==> src/rtl/kgrq_pkg.sv <==
`timescale 1ns / 1ps
// kgrq_pkg: shared types, sizes and codes of the keypoint grid radius query block
// no dependencies; imported by every module of the block except kgrq_ram

package kgrq_pkg;

  localparam int GRID_COLS  = 32;
  localparam int GRID_ROWS  = 32;
  localparam int CELL_SLOTS = 8;
  localparam int MAX_POINTS = 1024;
  localparam int MAX_RUN    = 64;
  localparam int CELL_RESET = 20;

  localparam int CELLS   = GRID_COLS * GRID_ROWS;
  localparam int ENTRIES = CELLS * CELL_SLOTS;
  localparam int COL_W   = (GRID_COLS > 1) ? $clog2(GRID_COLS) : 1;
  localparam int ROW_W   = (GRID_ROWS > 1) ? $clog2(GRID_ROWS) : 1;
  localparam int GC_W    = $clog2(GRID_COLS + 1);
  localparam int GR_W    = $clog2(GRID_ROWS + 1);
  localparam int CELL_W  = (CELLS > 1) ? $clog2(CELLS) : 1;
  localparam int ENT_W   = (ENTRIES > 1) ? $clog2(ENTRIES) : 1;
  localparam int FILL_W  = $clog2(CELL_SLOTS + 1);
  localparam int ID_W    = $clog2(MAX_POINTS);
  localparam int TOT_W   = $clog2(MAX_POINTS + 1);
  localparam int RUN_W   = $clog2(MAX_RUN + 1);
  localparam int PT_W    = 24;

  // shared divider sizes
  localparam int DIV_W     = 16;
  localparam int DVS_W     = 12;
  localparam int DIV_CNT_W = $clog2(DIV_W + 1);

  localparam logic [1:0] OP_CLEAR  = 2'd0;
  localparam logic [1:0] OP_INSERT = 2'd1;
  localparam logic [1:0] OP_QUERY  = 2'd2;

  localparam logic [1:0] REG_CELL_W  = 2'd0;
  localparam logic [1:0] REG_CELL_H  = 2'd1;
  localparam logic [1:0] REG_IMAGE_W = 2'd2;
  localparam logic [1:0] REG_IMAGE_H = 2'd3;

  typedef enum logic [2:0] {
    ST_OK         = 3'd0,
    ST_CELL_FULL  = 3'd1,
    ST_STORE_FULL = 3'd2,
    ST_OUTSIDE    = 3'd3,
    ST_EMPTY      = 3'd4,
    ST_TRUNC      = 3'd5
  } status_t;

  typedef enum logic [2:0] {
    JOB_GCOLS, JOB_GROWS, JOB_CX, JOB_CY, JOB_RW, JOB_RH
  } job_t;

  typedef enum logic [3:0] {
    S_CLR, S_IDLE, S_DIV_GO, S_DIV_WAIT, S_INS_CHK, S_INS_RD, S_INS_WR,
    S_Q_BOUND, S_Q_RDFILL, S_Q_FILL, S_Q_RDENT, S_Q_RDPT, S_Q_HIT, S_Q_ADV,
    S_Q_FIN, S_EMIT
  } state_t;

  typedef struct packed {
    logic [1:0]  opcode;
    logic [11:0] pos_x;
    logic [11:0] pos_y;
    logic [15:0] radius;
  } in_item_t;

  typedef struct packed {
    logic [2:0]  status;
    logic        has_candidate;
    logic [9:0]  keypoint_id;
    logic [11:0] cand_x;
    logic [11:0] cand_y;
    logic        last;
  } out_item_t;

  typedef struct packed {
    logic             start;
    logic [DIV_W-1:0] dividend;
    logic [DVS_W-1:0] divisor;
  } div_req_t;

  typedef struct packed {
    logic             done;
    logic [DIV_W-1:0] quot;
    logic             rem_nz;
  } div_rsp_t;

  function automatic out_item_t plain_item(input status_t st);
    out_item_t it;
    it = '0;
    it.status = st;
    it.last = 1'b1;
    return it;
  endfunction

endpackage

==> src/rtl/kgrq_div.sv <==
`timescale 1ns / 1ps
// kgrq_div: shared restoring divider, one quotient bit per cycle
// depends on kgrq_pkg

module kgrq_div (
  input  logic               clk,
  input  logic               rst_n,
  input  kgrq_pkg::div_req_t req,
  output kgrq_pkg::div_rsp_t rsp
);
  import kgrq_pkg::*;

  logic                 busy_r, busy_nxt;
  logic                 done_r, done_nxt;
  logic [DIV_CNT_W-1:0] cnt_r, cnt_nxt;
  logic [DVS_W-1:0]     rem_r, rem_nxt;
  logic [DVS_W-1:0]     dvs_r, dvs_nxt;
  logic [DIV_W-1:0]     quo_r, quo_nxt;
  logic [DVS_W:0]       shifted;
  logic [DVS_W:0]       diff;
  logic                 take;

  always_comb begin
    shifted  = {rem_r, quo_r[DIV_W-1]};
    diff     = shifted - {1'b0, dvs_r};
    take     = (shifted >= {1'b0, dvs_r});
    busy_nxt = busy_r;
    done_nxt = 1'b0;
    cnt_nxt  = cnt_r;
    rem_nxt  = rem_r;
    dvs_nxt  = dvs_r;
    quo_nxt  = quo_r;
    if (busy_r) begin
      rem_nxt = take ? diff[DVS_W-1:0] : shifted[DVS_W-1:0];
      quo_nxt = {quo_r[DIV_W-2:0], take};
      cnt_nxt = cnt_r - 1'b1;
      if (cnt_r == DIV_CNT_W'(1)) begin
        busy_nxt = 1'b0;
        done_nxt = 1'b1;
      end
    end else if (req.start) begin
      busy_nxt = 1'b1;
      cnt_nxt  = DIV_CNT_W'(DIV_W);
      rem_nxt  = '0;
      quo_nxt  = req.dividend;
      dvs_nxt  = req.divisor;
    end
  end

  always_ff @(posedge clk) begin
    if (!rst_n) begin
      busy_r <= 1'b0;
      done_r <= 1'b0;
    end else begin
      busy_r <= busy_nxt;
      done_r <= done_nxt;
    end
  end

  always_ff @(posedge clk) begin
    cnt_r <= cnt_nxt;
    rem_r <= rem_nxt;
    dvs_r <= dvs_nxt;
    quo_r <= quo_nxt;
  end

  assign rsp.done   = done_r;
  assign rsp.quot   = quo_r;
  assign rsp.rem_nz = |rem_r;

endmodule

==> config.mk <==
export PLATFORM = sky130hd
export DESIGN_NAME = kgrq_div
export DESIGN_NICKNAME = d
export VERILOG_FILES = /design/src/rtl/kgrq_pkg.sv /design/src/rtl/kgrq_div.sv
export SDC_FILE = /design/constraint.sdc
export NUM_CORES = 1
export LEC_CHECK = 0
export BUFFER_PORTS_ARGS = -buffer_cell sky130_fd_sc_hd__buf_2
export CAP_MARGIN = 30
export CORE_MARGIN = 2
export CORE_UTILIZATION = 40
export CTS_CLUSTER_DIAMETER = 60
export CTS_CLUSTER_SIZE = 14
export DETAILED_ROUTE_END_ITERATION = 7
export PLACE_DENSITY = 0.64
export SLEW_MARGIN = 15
export SYNTH_ARGS = -nofsm -noshare
export SYNTH_HDL_FRONTEND = slang
export SYNTH_SLANG_ARGS = --single-unit
==> constraint.sdc <==
create_clock -name clk -period 2.6 [get_ports clk]
set_clock_uncertainty 0.2 [all_clocks]
set_input_delay 0.52 -clock clk [delete_from_list [all_inputs] [get_ports clk]]
set_output_delay 0.52 -clock clk [all_outputs]
set_load 0.005 [all_outputs]
==> impl_metrics.env <==
export IMPL_max_freq_mhz=396.4
export IMPL_cts_reportedPaths_clkPinSlew_ps=90
export IMPL_p_switching_mw=0.6401
export IMPL_finalNetCount=323
export IMPL_r2r_cells=8
export IMPL_rr_endpoint="rem_r[4]"
export IMPL_netlist_area_sq_um=2584
export IMPL_synth_cell_types=45
export IMPL_slew_violations=0
export IMPL_min_path_type="input port to flop"
export IMPL_dieArea_sq_um=7118
export IMPL_seq_area_frac_synth_pct=53.85
export IMPL_finalWirelength_mm=5.103
export IMPL_final_area_sq_um=3120
export IMPL_cpLargestDelayFamily="compound AO/OA/AOI/OAI gates"
export IMPL_cp_slowest_cell="a2111oi_4"
export IMPL_clk_path_buf_depth=2
export IMPL_pre_cts_ws_ps=53.31
export IMPL_dr_pass1_iters=4
export IMPL_dp_cells=343
export IMPL_port_buffers=48
export IMPL_seqPwrFrac_pct=47.3
export IMPL_crit_path_end_kind="flop"
export IMPL_yosysMostFrequentCell="edfxtp_1"
export IMPL_drtAntennaViolNets=0
export IMPL_via_per_inst=5.042
export IMPL_synth_edff_count=45
export IMPL_cts_max_level=2
export IMPL_antenna_found_initial=0
export IMPL_syn_area_per_cell_sq_um=12.07
export IMPL_placed_cell_area_sq_um=2975
export IMPL_period_minus_slack_ps=2523
export IMPL_synth_commonest_cells="45 x edfxtp_1, 16 x inv_1, 15 x mux2_2"
export IMPL_grt_overflow_total=0
export IMPL_setup_viol=0
export IMPL_drc=0
export IMPL_n_antenna_cell=0
export IMPL_hold_depth=1
export IMPL_ios=49
export IMPL_initial_core_util_pct=40.92
export IMPL_p_int_mw=1.454
export IMPL_drive_gt1_share_pct=35.61
export IMPL_p_leak_nw=1.343
export IMPL_timing_final_crit_share_pct=97.03
export IMPL_cp_cell_sequence="ha_1, a21o_1, nand3_2, nand2_2, a2111oi_4, nand2_4, mux2_4, and2_1"
export IMPL_worstMarginPinSlew_ps=795.0
export IMPL_cts_tree="yes"
export IMPL_power_share_switching_pct=30.56
export IMPL_post_dp_hpwl_mm=3.633
export IMPL_rows=29
export IMPL_arrival_ps=2390
export IMPL_layout_setup_ws_ps=77.13
export IMPL_irDropWorstVdd_mv=0.3099
export IMPL_status="finished clean"
export IMPL_synth_top_area_cell="edfxtp_1"
export IMPL_cp_max_fo=5
export IMPL_gp_congestion=0.8854
export IMPL_max_stage_delay_ps=460
export IMPL_dieHeight_um=84.37
export IMPL_nFillCells=593
export IMPL_ys_warn_count=0
export IMPL_power_density_nw_per_um2=671.2
export IMPL_cts_root_buf="clkbuf_8"
export IMPL_grt_usage_pct=14.82
export IMPL_maxCapViolations=0
export IMPL_core_sq_um=6314
export IMPL_synth_area_leaders="edfxtp_1 52%, ha_1 6.8%, mux2_2 6.5%"
export IMPL_rr_startpoint="rem_r[5]"
export IMPL_synthCells=214
export IMPL_grt_pass1_vias=1771
export IMPL_clock_latency_ps=300
export IMPL_instances_no_fill=355
export IMPL_hp_start="req[7]"
export IMPL_setup_tns_ps=0
export IMPL_grt_setup_unrepaired="true"
export IMPL_start_kind="flop"
export IMPL_p_comb_share_pct=30.9
export IMPL_vias=1790
export IMPL_async_flop_share_pct=0
export IMPL_routedWlPerCell_um=14.37
export IMPL_syn_to_final_growth_pct=20.77
export IMPL_grt_max_degree=37
export IMPL_r2r_slack_ps=80
export IMPL_cts_sinks=47
export IMPL_path_buf_inv=0
export IMPL_first_iter_violations=100
export IMPL_required_ps=2470
export IMPL_p_clk_share_pct=21.8
export IMPL_holdPathEnd="dvs_r[7]"
export IMPL_crit_type="flop to flop"
export IMPL_ys_seq_elements=47
export IMPL_die_x_um=84.37
export IMPL_finalHoldViolations=0
export IMPL_synth_top_area_share_pct=52.30
export IMPL_synth_flop_cell="edfxtp_1"
export IMPL_max_slew_margin_rel_pct=47.00
export IMPL_hold_buffers=0
export IMPL_synth_nets=260
export IMPL_cts_made_buffers=5
export IMPL_grt_pass1_wl_mm=8.376
-- metal layers --
metal  track usage [%]  part of all wire [%]
met1             20.63                    47
met2             22.58                    45
met3             3.933                   6.2
met4             5.051                   1.9
met5                 0                     0
-- layout make-up --
class,count,area [sq um],share of cell area [%]
Tap cell,77,96.34,3.087
Clock inverter,3,22.52,0.7217
Inverter,16,60.06,1.925
Sequential cell,47,1391,44.59
Multi-Input combinational cell,141,1106,35.45
Clock buffer,5,68.82,2.205
Timing Repair Buffer,66,375.4,12.03
-- flip-flops by register name, indices dropped and copies added (netlist names) --
signal  count
busy_r      1
done_r      1
dvs_r      12
rem_r      12
quo_r      16
cnt_r       5
-- cells by family (layout without fill, tap and decap cells) --
family | count (synthesis) | count (layout) | share of synthesized area (%)
flip-flops | 47 | 47 | 53.85
AND/OR/NAND/NOR | 61 | 61 | 12.49
adder cells (fa/ha/maj) | 15 | 15 | 7.555
buffers and inverters | 26 | 90 | 4.262
AO/OA/AOI/OAI | 35 | 35 | 9.830
XOR/XNOR | 11 | 11 | 3.729
multiplexers | 19 | 19 | 8.281
-- cell usage in the layout (no fill, tap or decap), drive strengths merged, types with 3 or more instances in the layout --
cell type | Yosys | routed
nor2b | 10 | 10
nor2 | 9 | 9
a21oi | 7 | 7
a21o | 4 | 4
ha | 14 | 14
inv | 16 | 17
nor4 | 3 | 3
mux2 | 16 | 16
nand3 | 8 | 8
clkbuf | 7 | 5
xnor2 | 7 | 7
nor3 | 5 | 5
nand2 | 16 | 16
and2 | 4 | 4
edfxtp | 45 | 45
xor2 | 4 | 4
o21ai | 5 | 5
mux2i | 3 | 3
buf | 3 | 66
o22ai | 4 | 4
-- power by group through the flow --
stage	Combinational (mW)	Clock (mW)	Sequential, mW
finish	0.647	0.456	0.991
global route	0.717	0.497	1.00
CTS	0.624	0.474	0.991
detailed placement	0.618	0	1.01
global placement	0.614	0	1.01
floorplan	0.433	0	0.996
-- worst reg2reg max path, stage by stage, from the launching register on --
cell       delay (ps)
edfxtp_1          400
ha_1              310
a21o_1            220
nand3_2            80
nand2_2            60
a2111oi_4         460
nand2_4           110
mux2_4            310
and2_1            150
-- what timing repair did --
action	in CTS	in global routing
setup endpoints to repair	0	10
endpoints found under the hold margin	0	0
setup buffers	0	4
gates resized for setup	0	6
-- how the worst max path moves through the flow --
stage	startpoint	endpoint	slack, ps	cells past startpoint
floorplan	rem_r[0]	rem_r[4]	50	8
global placement	rem_r[9]	rem_r[4]	60	6
detailed placement	rem_r[0]	rem_r[4]	50	8
CTS	rem_r[0]	rem_r[4]	40	8
global route	rem_r[0]	rem_r[4]	-40	9
finish	rem_r[5]	rem_r[4]	80	8
-- metrics by stage --
| stage | power, mW | hold WS [ps] | utilization (%) |
|---|---|---|---|
| after floorplan | 1.430 | 295.0 | - |
| after detailed placement | 1.625 | 351.0 | 47.13 |
| after CTS | 2.088 | 174.5 | 48.57 |
| after global routing | 2.219 | 170.0 | 49.43 |
| final | 2.095 | 185.7 | 49.43 |
| after global placement | 1.621 | 339.4 | 47.13 |
No activity file was read; power rests on OpenSTA's default activity.
