[src/rtl/kgrq_ram.sv]
`timescale 1ns / 1ps
// kgrq_ram: generic single write, single read memory with registered read
// no dependencies

module kgrq_ram #(
  parameter int WIDTH  = 8,
  parameter int DEPTH  = 16,
  parameter int ADDR_W = (DEPTH > 1) ? $clog2(DEPTH) : 1
) (
  input  logic              clk,
  input  logic              we,
  input  logic [ADDR_W-1:0] waddr,
  input  logic [WIDTH-1:0]  wdata,
  input  logic [ADDR_W-1:0] raddr,
  output logic [WIDTH-1:0]  rdata
);

  logic [WIDTH-1:0] mem [DEPTH];

  always_ff @(posedge clk) begin
    if (we) begin
      mem[waddr] <= wdata;
    end
    rdata <= mem[raddr];
  end

endmodule

[config.mk]
export PLATFORM = sky130hd
export DESIGN_NAME = kgrq_ram
export DESIGN_NICKNAME = d
export VERILOG_FILES = /design/src/rtl/kgrq_ram.sv
export SDC_FILE = /design/constraint.sdc
export NUM_CORES = 1
export LEC_CHECK = 0
export BUFFER_PORTS_ARGS = -buffer_cell sky130_fd_sc_hd__buf_2
export CORE_MARGIN = 2
export CORE_UTILIZATION = 35
export CTS_BUF_LIST = sky130_fd_sc_hd__clkbuf_8
export DETAILED_ROUTE_END_ITERATION = 8
export GPL_TIMING_DRIVEN = 0
export PLACE_DENSITY = 0.56
export SLEW_MARGIN = 20
export SYNTH_ARGS = -nofsm -noshare
export SYNTH_HDL_FRONTEND = slang
export SYNTH_SLANG_ARGS = --single-unit
[constraint.sdc]
create_clock -name clk -period 1.7 [get_ports clk]
set_clock_uncertainty 0.1 [all_clocks]
set_input_delay 0.17 -clock clk [delete_from_list [all_inputs] [get_ports clk]]
set_output_delay 0.17 -clock clk [all_outputs]
set_load 0.02 [all_outputs]
==> results of run 1 <==
==> where the power goes <==
group / switching [mW] / total (mW) / leakage [nW] / internal (mW)
Sequential: 0.0159 / 3.76 / 1.22 / 3.74
Clock: 1.20 / 2.92 / 0.214 / 1.72
Combinational: 0.241 / 0.391 / 0.520 / 0.150
==> worst max-delay path by stage <==
stage               startpoint        end  slack (ns)
detailed placement    waddr[2]  mem[2][3]       -0.31
CTS                  mem[1][3]   rdata[3]        0.05
floorplan             waddr[2]  mem[3][0]        0.16
global placement      waddr[2]  mem[8][1]       -0.43
global route         mem[0][2]   rdata[2]        0.04
finish               mem[3][7]   rdata[7]        0.11
==> cell families after synthesis <==
family,after synthesis,share of synthesized area (%)
compound gates,16,2.33
flops,136,77.8
buf+inv,10,1.68
simple gates,35,3.18
mux,32,15.0
==> state kept, by name (all words and copies together), names as in the netlist <==
| register | count |
|---|---|
| mem | 128 |
| rdata | 8 |
==> cell type report <==
| cell class | count | area [sq um] |
|---|---|---|
| Buffer | 10 | 86.3 |
| Timing Repair Buffer | 24 | 120 |
| Multi-Input combinational cell | 83 | 1080 |
| Tap cell | 184 | 230 |
| Sequential cell | 136 | 4000 |
| Clock buffer | 17 | 234 |
| Fill cell | 1276 | 8460 |
| Clock inverter | 15 | 208 |
==> cells in the mapped netlist (2+ instances only) <==
cell	instances
edfxtp_1	128
mux4_2	18
a22oi_1	16
mux4_1	14
nor2_1	13
nand2_1	9
dfxtp_1	8
nor3_1	4
buf_2	3
buf_6	3
clkdlybuf4s25_2	3
nand2b_1	2
nand3b_1	2
==> worst max-delay path, delay by kind of cell (launching register included) <==
kind,cells,cell delay (ns)
mux,1,0.47
compound gates,1,0.42
flops,1,0.35
simple gates,1,0.12
==> routing by layer <==
layer,part of all wire (%),up-vias
met5,0,-
met3,7.1,7
li1,-,1055
met2,49,77
met1,43,1259
met4,0.72,0
==> per-stage QoR <==
stage	utilization (%)	total power [mW]	hold WS, ns	TNS [ns]
detailed placement	38.3	4.23	0.487	-9.80
global route	41.4	7.30	0.0285	0
floorplan	-	4.05	0.169	0
CTS	41.3	7.12	0.0216	0
global placement	38.2	4.22	0.474	-18.07
finish	41.4	7.07	0.0458	0
==> what timing repair did <==
action / 4_1_cts / 5_1_grt
endpoints found under the hold margin: 0 / 0
gates resized for setup: 0 / 1
endpoints found under the setup margin: 0 / 1
==> out/summary.txt, run 1 <==
Initial antenna violation count = 0
Routed Antenna Nets = 0
# IOs = 26
Final Wtd Congestion = 0.775
Worst EP arrival = 1.78 ns
Origin of the critical flop-to-flop path = mem[3][7]
Relative slew margins = 42.9%
Die H = 125 um
Status = complete, no violations
Most common cell after layout, fill and taps aside = edfxtp_1
Met3 Track Usage GR = 4.66%
Yosys top cell by area = edfxtp_1
First-pass GRT wire length = 15000 um
Reg clk slew, reported paths = 0.08 ns
Hold Vio Cnt, Final = 0
Cell Area, Synth = 5150 sq um
Flop2flop setup slack = 0.11 ns
Endpoint class of the critical path = flop
Worst EP required = 1.90 ns
Drt wl/cell = 21.5 um
Met2 GRT Util = 20.9%
Hold buffer count at CTS = 0
Reg2reg end = rdata[7]
Leakage = 1.96 nW
Htree depth = 4
CP Max Fanout = 1
Slowest cell on crit path = mux4_2
Vias = 2398
Period utilization = 93.4%
Hold depth = 1
Most frequent cells in the layout = edfxtp_1 (128), buf_2 (27), mux4_2 (18)
Peak supply drop = 957 uV
Worst slew pin tran = 0.853 ns
Max cap viols = 0
Synth Register Bits = 136
Layout cells sized above 1 = 30.5%
Layout Cells excl Fill = 469
Async set-reset flop share out of synthesis = 0%
GR Util met1 = 18.8%
Yosys top cell area share = 74.7%
Pre-CTS setup slack = -0.313 ns
Diodes inserted = 0
EDFF count, synth = 128
Largest net degree at the start of global routing = 17
Hold Path Class = in2reg
Clock latency on the worst-skew pair = 0.43 ns
Longest Clk Path Bufs = 2
CTS tree = done
Die W = 125 um
Residual DRC = 0
Synthesized instance count = 229
Highest Clock Rate = 630 MHz
Warnings from Yosys = 0
CTS sink cnt = 136
Hold path start = wdata[0]
Final setup viols = 0
Nets@finish = 290
Design area = 5960 sq um
DP Area = 5520 sq um
I/O Buffers = 24
Top cells by area, synth = edfxtp_1 (75%), mux4_2 (7.9%), mux4_1 (7.1%)
Cell Rows = 44
Starting Density = 35.7%
Post-CTS setup buffer count = 0
Full die area = 15700 sq um
Post-Syn Nets = 247
Core area = 14400 sq um
Synth unique cells = 19
RSZ-0062 raised after global routing = no
Critical path type = reg2reg
Max incr delay on CP = 0.47 ns
Post-DP HPWL = 6490 um
First-pass iteration count of the detailed router = 4
Fin crit period = 1.59 ns
CTS Buf Count = 17
WL final = 10100 um
Syn avg cell area = 22.5 sq um
Register area share after synthesis = 77.8%
Final slew viol count = 0
GRT Total Usage = 13.5%
Cells after DPL = 437
Worst setup SP type = flop
Root buf cell = clkbuf_8
Vias per inst = 5.11
Grt total ovfl = 0
Vias in the first global route = 2414
GR peak layer = met2
Main synth FF type = edfxtp_1
Area growth from synthesis to layout = 15.9%
Final worst slack = 0.112 ns
Cell area power density = 1190 nW/um^2
Worst Hold Path EP = mem[3][0]
R2R cell count = 3
Cells along the critical path = mux4_2 -> a22oi_1 -> nand2_1
Number of DRC markers in iteration 0 = 266
No activity file was read; power rests on OpenSTA's default activity.
==> run 2, diff against run 1 <==
- PLACE_DENSITY: 0.56 -> 0.54
- clock period: 1.7 -> 1.9 ns (I/O delays scaled with it)
==> run 2 against run 1 <==
  * Total power fell by 19%
  * Setup slack improved by 0.13 ns
  * Combinational power shrank 10%
  * Fmax fell by 4.4%
  * First-iteration DRC count increased by 4.5%
  * Critical endpoint is now rdata[1]
  * Highest routed layer unchanged
==> out/summary.txt, run 2 (synthesis results as in run 1) <==
Hold buffer count at CTS = 0 (unchanged)
Slowest cell on crit path = mux4_1 (was mux4_2)
WL final = 10200 um (was 10100 um)
Die W = 125 um (unchanged)
Relative slew margins = 43.4% (was 42.9%)
Largest regs = mem (128), rdata (8) (unchanged)
Hold Path Class = in2reg (unchanged)
Highest Clock Rate = 602 MHz (was 630 MHz)
Flop2flop setup slack = 0.24 ns (was 0.11 ns)
Vias per inst = 5.11 (unchanged)
Drt wl/cell = 21.9 um (was 21.5 um)
Hold path start = wdata[5] (was wdata[0])
Period utilization = 87.4% (was 93.4%)
RSZ-0062 raised after global routing = no (unchanged)
Layout cells sized above 1 = 29.1% (was 30.5%)
Cells after DPL = 437 (unchanged)
Most common cell after layout, fill and taps aside = edfxtp_1 (unchanged)
Area growth from synthesis to layout = 13.6% (was 15.9%)
Largest net degree at the start of global routing = 17 (unchanged)
Hold depth = 1 (unchanged)
Vias = 2398 (unchanged)
Die H = 125 um (unchanged)
Final Wtd Congestion = 0.727 (was 0.775)
Worst EP arrival = 1.86 ns (was 1.78 ns)
Sequential share of power = 58.7% (was 53.2%)
R2R cell count = 3 (unchanged)
Routed Antenna Nets = 0 (unchanged)
I/O Buffers = 24 (unchanged)
Worst slew pin tran = 0.845 ns (was 0.853 ns)
Leakage = 1.92 nW (was 1.96 nW)
Diodes inserted = 0 (unchanged)
First-pass GRT wire length = 15200 um (was 15000 um)
Number of DRC markers in iteration 0 = 278 (was 266)
Htree depth = 4 (unchanged)
Worst EP required = 2.10 ns (was 1.90 ns)
Final setup viols = 0 (unchanged)
Cell area power density = 981 nW/um^2 (was 1190 nW/um^2)
Full die area = 15700 sq um (unchanged)
GRT Total Usage = 13.8% (was 13.5%)
# IOs = 26 (unchanged)
First-pass iteration count of the detailed router = 4 (unchanged)
CP Max Fanout = 1 (unchanged)
Root buf cell = clkbuf_8 (unchanged)
Endpoint class of the critical path = flop (unchanged)
Max reg flops = 128 (unchanged)
Longest Clk Path Bufs = 2 (unchanged)
Final slew viol count = 0 (unchanged)
Post-DP HPWL = 6440 um (was 6490 um)
Pint = 4.47 mW (was 5.62 mW)
Clock share of power = 35.2% (was 41.3%)
Critical path type = reg2reg (unchanged)
Residual DRC = 0 (unchanged)
Reg clk slew, reported paths = 0.07 ns (was 0.08 ns)
Max cap viols = 0 (unchanged)
Status = complete, no violations (unchanged)
Reg2reg end = rdata[1] (was rdata[7])
Sw frac = 22.1% (was 20.6%)
Layout Cells excl Fill = 469 (unchanged)
CTS sink cnt = 136 (unchanged)
Vias in the first global route = 2412 (was 2414)
Fin crit period = 1.66 ns (was 1.59 ns)
Reg with most FFs = mem (unchanged)
Starting Density = 35.7% (unchanged)
Origin of the critical flop-to-flop path = mem[0][1] (was mem[3][7])
Grt total ovfl = 0 (unchanged)
Cell Rows = 44 (unchanged)
# fillers = 1304 (was 1276)
Psw = 1.26 mW (was 1.46 mW)
Peak supply drop = 545 uV (was 957 uV)
Worst Hold Path EP = mem[6][5] (was mem[3][0])
Nets@finish = 290 (unchanged)
Worst setup SP type = flop (unchanged)
Most frequent cells in the layout = edfxtp_1 (128), buf_2 (27), mux4_2 (18) (unchanged)
Initial antenna violation count = 0 (unchanged)
Cells along the critical path = mux4_1 -> a22oi_1 -> nand2_1 (was mux4_2 -> a22oi_1 -> nand2_1)
Clock latency on the worst-skew pair = 0.42 ns (was 0.43 ns)
Total power = 5.74 mW (was 7.07 mW)
Hold Vio Cnt, Final = 0 (unchanged)
CTS Buf Count = 17 (unchanged)
Share of power burned in combinational logic = 6.1% (was 5.5%)
Post-CTS setup buffer count = 0 (unchanged)
Max incr delay on CP = 0.56 ns (was 0.47 ns)
CTS tree = done (unchanged)
Post-CTS sizing = 0 (unchanged)
Core area = 14400 sq um (unchanged)
[run 2: changes by cell type in the layout (fill, tap and decap cells not counted)]
cell / delta
bufinv_16: -4
clkinvlp_4: -2
a22oi_2: -1
inv_1: +2
a22oi_1: +1
clkinv_4: -1
clkinv_2: +4
clkinv_1: +1
[run 2: final cells by class]
class / instances / area [sq um] / area share [%]
Sequential cell: 136 / 4000 / 68.5
Multi-Input combinational cell: 83 / 1080 / 18.4
Clock inverter: 15 / 95.1 / 1.63
Timing Repair Buffer: 24 / 120 / 2.05
Buffer: 10 / 86.3 / 1.48
Tap cell: 184 / 230 / 3.94
Clock buffer: 17 / 234 / 4.00
[run 2: critical path: cells and delay by family, from the launching register on]
family	cells	cell delay, ns
muxes	1	0.56
DFF	1	0.37
and+or+nand+nor	1	0.10
AOI/OAI and AO/OA	1	0.41
[run 2: worst max-delay path by stage]
stage	from	to
after global placement	waddr[2]	mem[0][3]
after detailed placement	waddr[2]	mem[3][3]
final	mem[0][1]	rdata[1]
after floorplan	waddr[2]	mem[0][0]
after CTS	mem[1][3]	rdata[3]
after global routing	mem[1][0]	rdata[0]
[run 2: through the flow]
stage                     utilization [%]  hold slack [ns]  setup slack (ns)  area [sq um]  setup TNS (ns)
after floorplan                         -            0.189             0.117          5150               0
after global placement               38.1            0.491            -0.491          5500          -11.09
after detailed placement             38.3            0.498            -0.122          5520           -3.37
after CTS                            40.5           0.0334             0.268          5850               0
after global routing                 40.5           0.0389             0.193          5850               0
final                                40.5           0.0703             0.238          5850               0
[run 2: routing by layer]
metal	GRT usage [%]	share of wire, %	up-vias
met2	20.1	46	79
met1	19.8	46	1251
met5	0	0	-
li1	-	-	1057
met4	4.38	1.4	0
met3	4.75	6.7	11
[run 2: power by group through the flow]
stage | registers [mW] | logic (mW) | clock network, mW
4_1_cts | 3.37 | 0.355 | 2.07
6_report | 3.37 | 0.350 | 2.02
3_5_place_dp | 3.43 | 0.355 | 0
3_3_place_gp | 3.43 | 0.351 | 0
2_1_floorplan | 3.46 | 0.170 | 0
5_1_grt | 3.37 | 0.377 | 2.20
==> run 3, diff against run 2 <==
- GPL_TIMING_DRIVEN: 0 -> unset
- PLACE_DENSITY: 0.54 -> 0.56
- clock period: 1.9 -> 1.5 ns (I/O delays scaled with it)
==> run 3 against run 2 <==
  * Non-clock buffer count up 31
  * Critical endpoint is now rdata[4]
  * Largest power group unchanged
  * Die area unchanged
  * Final cell count up 6.6%
  * Core utilization up 3.2 points
  * Count of clock-buffer cells in the layout unchanged
  * Register-to-register slack worse by 0.21 ns
  * Sequential share of layout area down 5.0 points
  * Setup slack worse by 0.21 ns
  * Final area up 7.9%
  * Total power up 46%
  * Highest routed layer unchanged
  * Combinational power up 38%
  * First-iteration DRC count down 47%
==> out/summary.txt, run 3 (synthesis results as in run 1) <==
GRT Total Usage = 13.7% (was 13.8%)
CTS Buf Count = 17 (unchanged)
Post-DP HPWL = 6540 um (was 6440 um)
First-pass GRT wire length = 15500 um (was 15200 um)
Relative slew margins = 44.4% (was 43.4%)
Worst setup SP type = flop (unchanged)
Vias = 2508 (was 2398)
Full die area = 15700 sq um (unchanged)
Status = complete, no violations (unchanged)
Reg area = 4000 sq um (unchanged)
CTS tree = done (unchanged)
Final worst slack = 0.0282 ns (was 0.238 ns)
Residual DRC = 0 (unchanged)
Highest Clock Rate = 679 MHz (was 602 MHz)
Die H = 125 um (unchanged)
Total power = 8.39 mW (was 5.74 mW)
Cell Rows = 44 (unchanged)
Number of DRC markers in iteration 0 = 148 (was 278)
Drt wl/cell = 19.9 um (was 21.9 um)
Reg clk slew, reported paths = 0.08 ns (was 0.07 ns)
Post-CTS setup buffer count = 0 (unchanged)
Clock latency on the worst-skew pair = 0.43 ns (was 0.42 ns)
Largest regs = mem (128), rdata (8) (unchanged)
Hold_ws = 0.189 ns (was 0.0703 ns)
Initial antenna violation count = 0 (unchanged)
Hold Vio Cnt, Final = 0 (unchanged)
WL final = 9960 um (was 10200 um)
Leakage = 2.16 nW (was 1.92 nW)
# IOs = 26 (unchanged)
Diodes inserted = 0 (unchanged)
Vias in the first global route = 2667 (was 2412)
# fillers = 1258 (was 1304)
Period utilization = 98.1% (was 87.4%)
Setup TNS = 0 ns (unchanged)
Layout cells sized above 1 = 35.8% (was 29.1%)
Vias per inst = 5.02 (was 5.11)
Worst EP required = 1.72 ns (was 2.10 ns)
Htree depth = 4 (unchanged)
Pre-CTS setup slack = -0.220 ns (was -0.122 ns)
Area growth from synthesis to layout = 22.6% (was 13.6%)
Peak supply drop = 862 uV (was 545 uV)
Cell area power density = 1330 nW/um^2 (was 981 nW/um^2)
Worst EP arrival = 1.69 ns (was 1.86 ns)
RSZ-0062 raised after global routing = no (unchanged)
Max cap viols = 0 (unchanged)
First-pass iteration count of the detailed router = 5 (was 4)
Die W = 125 um (unchanged)
Max reg flops = 128 (unchanged)
Final slew viol count = 0 (unchanged)
Cells after DPL = 460 (was 437)
Starting Density = 35.7% (unchanged)
Largest net degree at the start of global routing = 21 (was 17)
Root buf cell = clkbuf_8 (unchanged)
Reg with most FFs = mem (unchanged)
Multi-input gate area = 1090 sq um (was 1080 sq um)
Endpoint class of the critical path = flop (unchanged)
Most frequent cells in the layout = edfxtp_1 (128), buf_4 (28), buf_2 (25) (was edfxtp_1 (128), buf_2 (27), mux4_2 (18))
Fin crit period = 1.47 ns (was 1.66 ns)
Core area = 14400 sq um (unchanged)
CTS sink cnt = 136 (unchanged)
Worst slew pin tran = 0.832 ns (was 0.845 ns)
Nets@finish = 321 (was 290)
Grt total ovfl = 0 (unchanged)
Routed Antenna Nets = 0 (unchanged)
Longest Clk Path Bufs = 2 (unchanged)
Layout Cells excl Fill = 500 (was 469)
CP Max Fanout = 1 (unchanged)
Critical path type = reg2reg (unchanged)
Hold Path Class = in2reg (unchanged)
Final Wtd Congestion = 0.760 (was 0.727)
I/O Buffers = 25 (was 24)
Final setup viols = 0 (unchanged)
Most common cell after layout, fill and taps aside = edfxtp_1 (unchanged)
-- run 3: changes by cell type in the layout (fill, tap and decap cells not counted), sizes merged --
| cell | before | now |
|---|---|---|
| clkdlybuf4s25 | 3 | 0 |
| clkinv | 11 | 5 |
| clkinvlp | 1 | 2 |
| buf | 31 | 57 |
| bufinv | 1 | 7 |
| inv | 2 | 1 |
| dlygate4sd3 | 0 | 8 |
-- run 3: routing by layer --
| metal | up-vias | GRT usage (%) | wire length (um) |
|---|---|---|---|
| met5 | - | 0 | 0 |
| met2 | 54 | 20.8 | 4800 |
| met1 | 1323 | 18.7 | 4630 |
| met4 | 0 | 4.31 | 119 |
| li1 | 1120 | - | - |
| met3 | 11 | 4.84 | 398 |
-- run 3: timing repair --
item,in CTS,in global routing
endpoints found under the setup margin,1,5
pin swaps,0,1
hold buffers,8,0
resized for setup,1,4
endpoints found under the hold margin,128,0
-- run 3: worst paths after layout --
path                                 start        end  slack, ns  cells after the start
worst max-delay path             mem[8][4]   rdata[4]       0.03                      3
worst min-delay path              waddr[0]  mem[4][1]       0.19                      3
worst max register to register   mem[8][4]   rdata[4]       0.03                      3
worst min register to register  mem[12][6]   rdata[6]       0.57                      3
-- run 3: metrics by stage --
stage	utilization, %	area [sq um]
2_1_floorplan	-	5150
3_3_place_gp	39.6	5710
3_5_place_dp	39.6	5710
4_1_cts	43.6	6290
5_1_grt	43.7	6310
6_report	43.7	6310
-- run 3: critical path: stages, from the launching register on --
cell and delay (ns):
edfxtp_1 0.38, mux4_1 0.49, a22oi_1 0.31, nand2_1 0.08
-- run 3: area by class of cell --
type,count,area share (%)
sequential,136,63.5
clock inverter,15,4.09
clock buffer,17,3.71
tap,184,3.65
timing repair buffer,65,7.85
multi-input combinational,83,17.2
-- run 3: report_power, final --
part           switching [mW]  total [mW]  internal (mW)
registers              0.0236        4.27           4.24
logic                   0.266       0.482          0.216
clock network            1.35        3.64           2.30
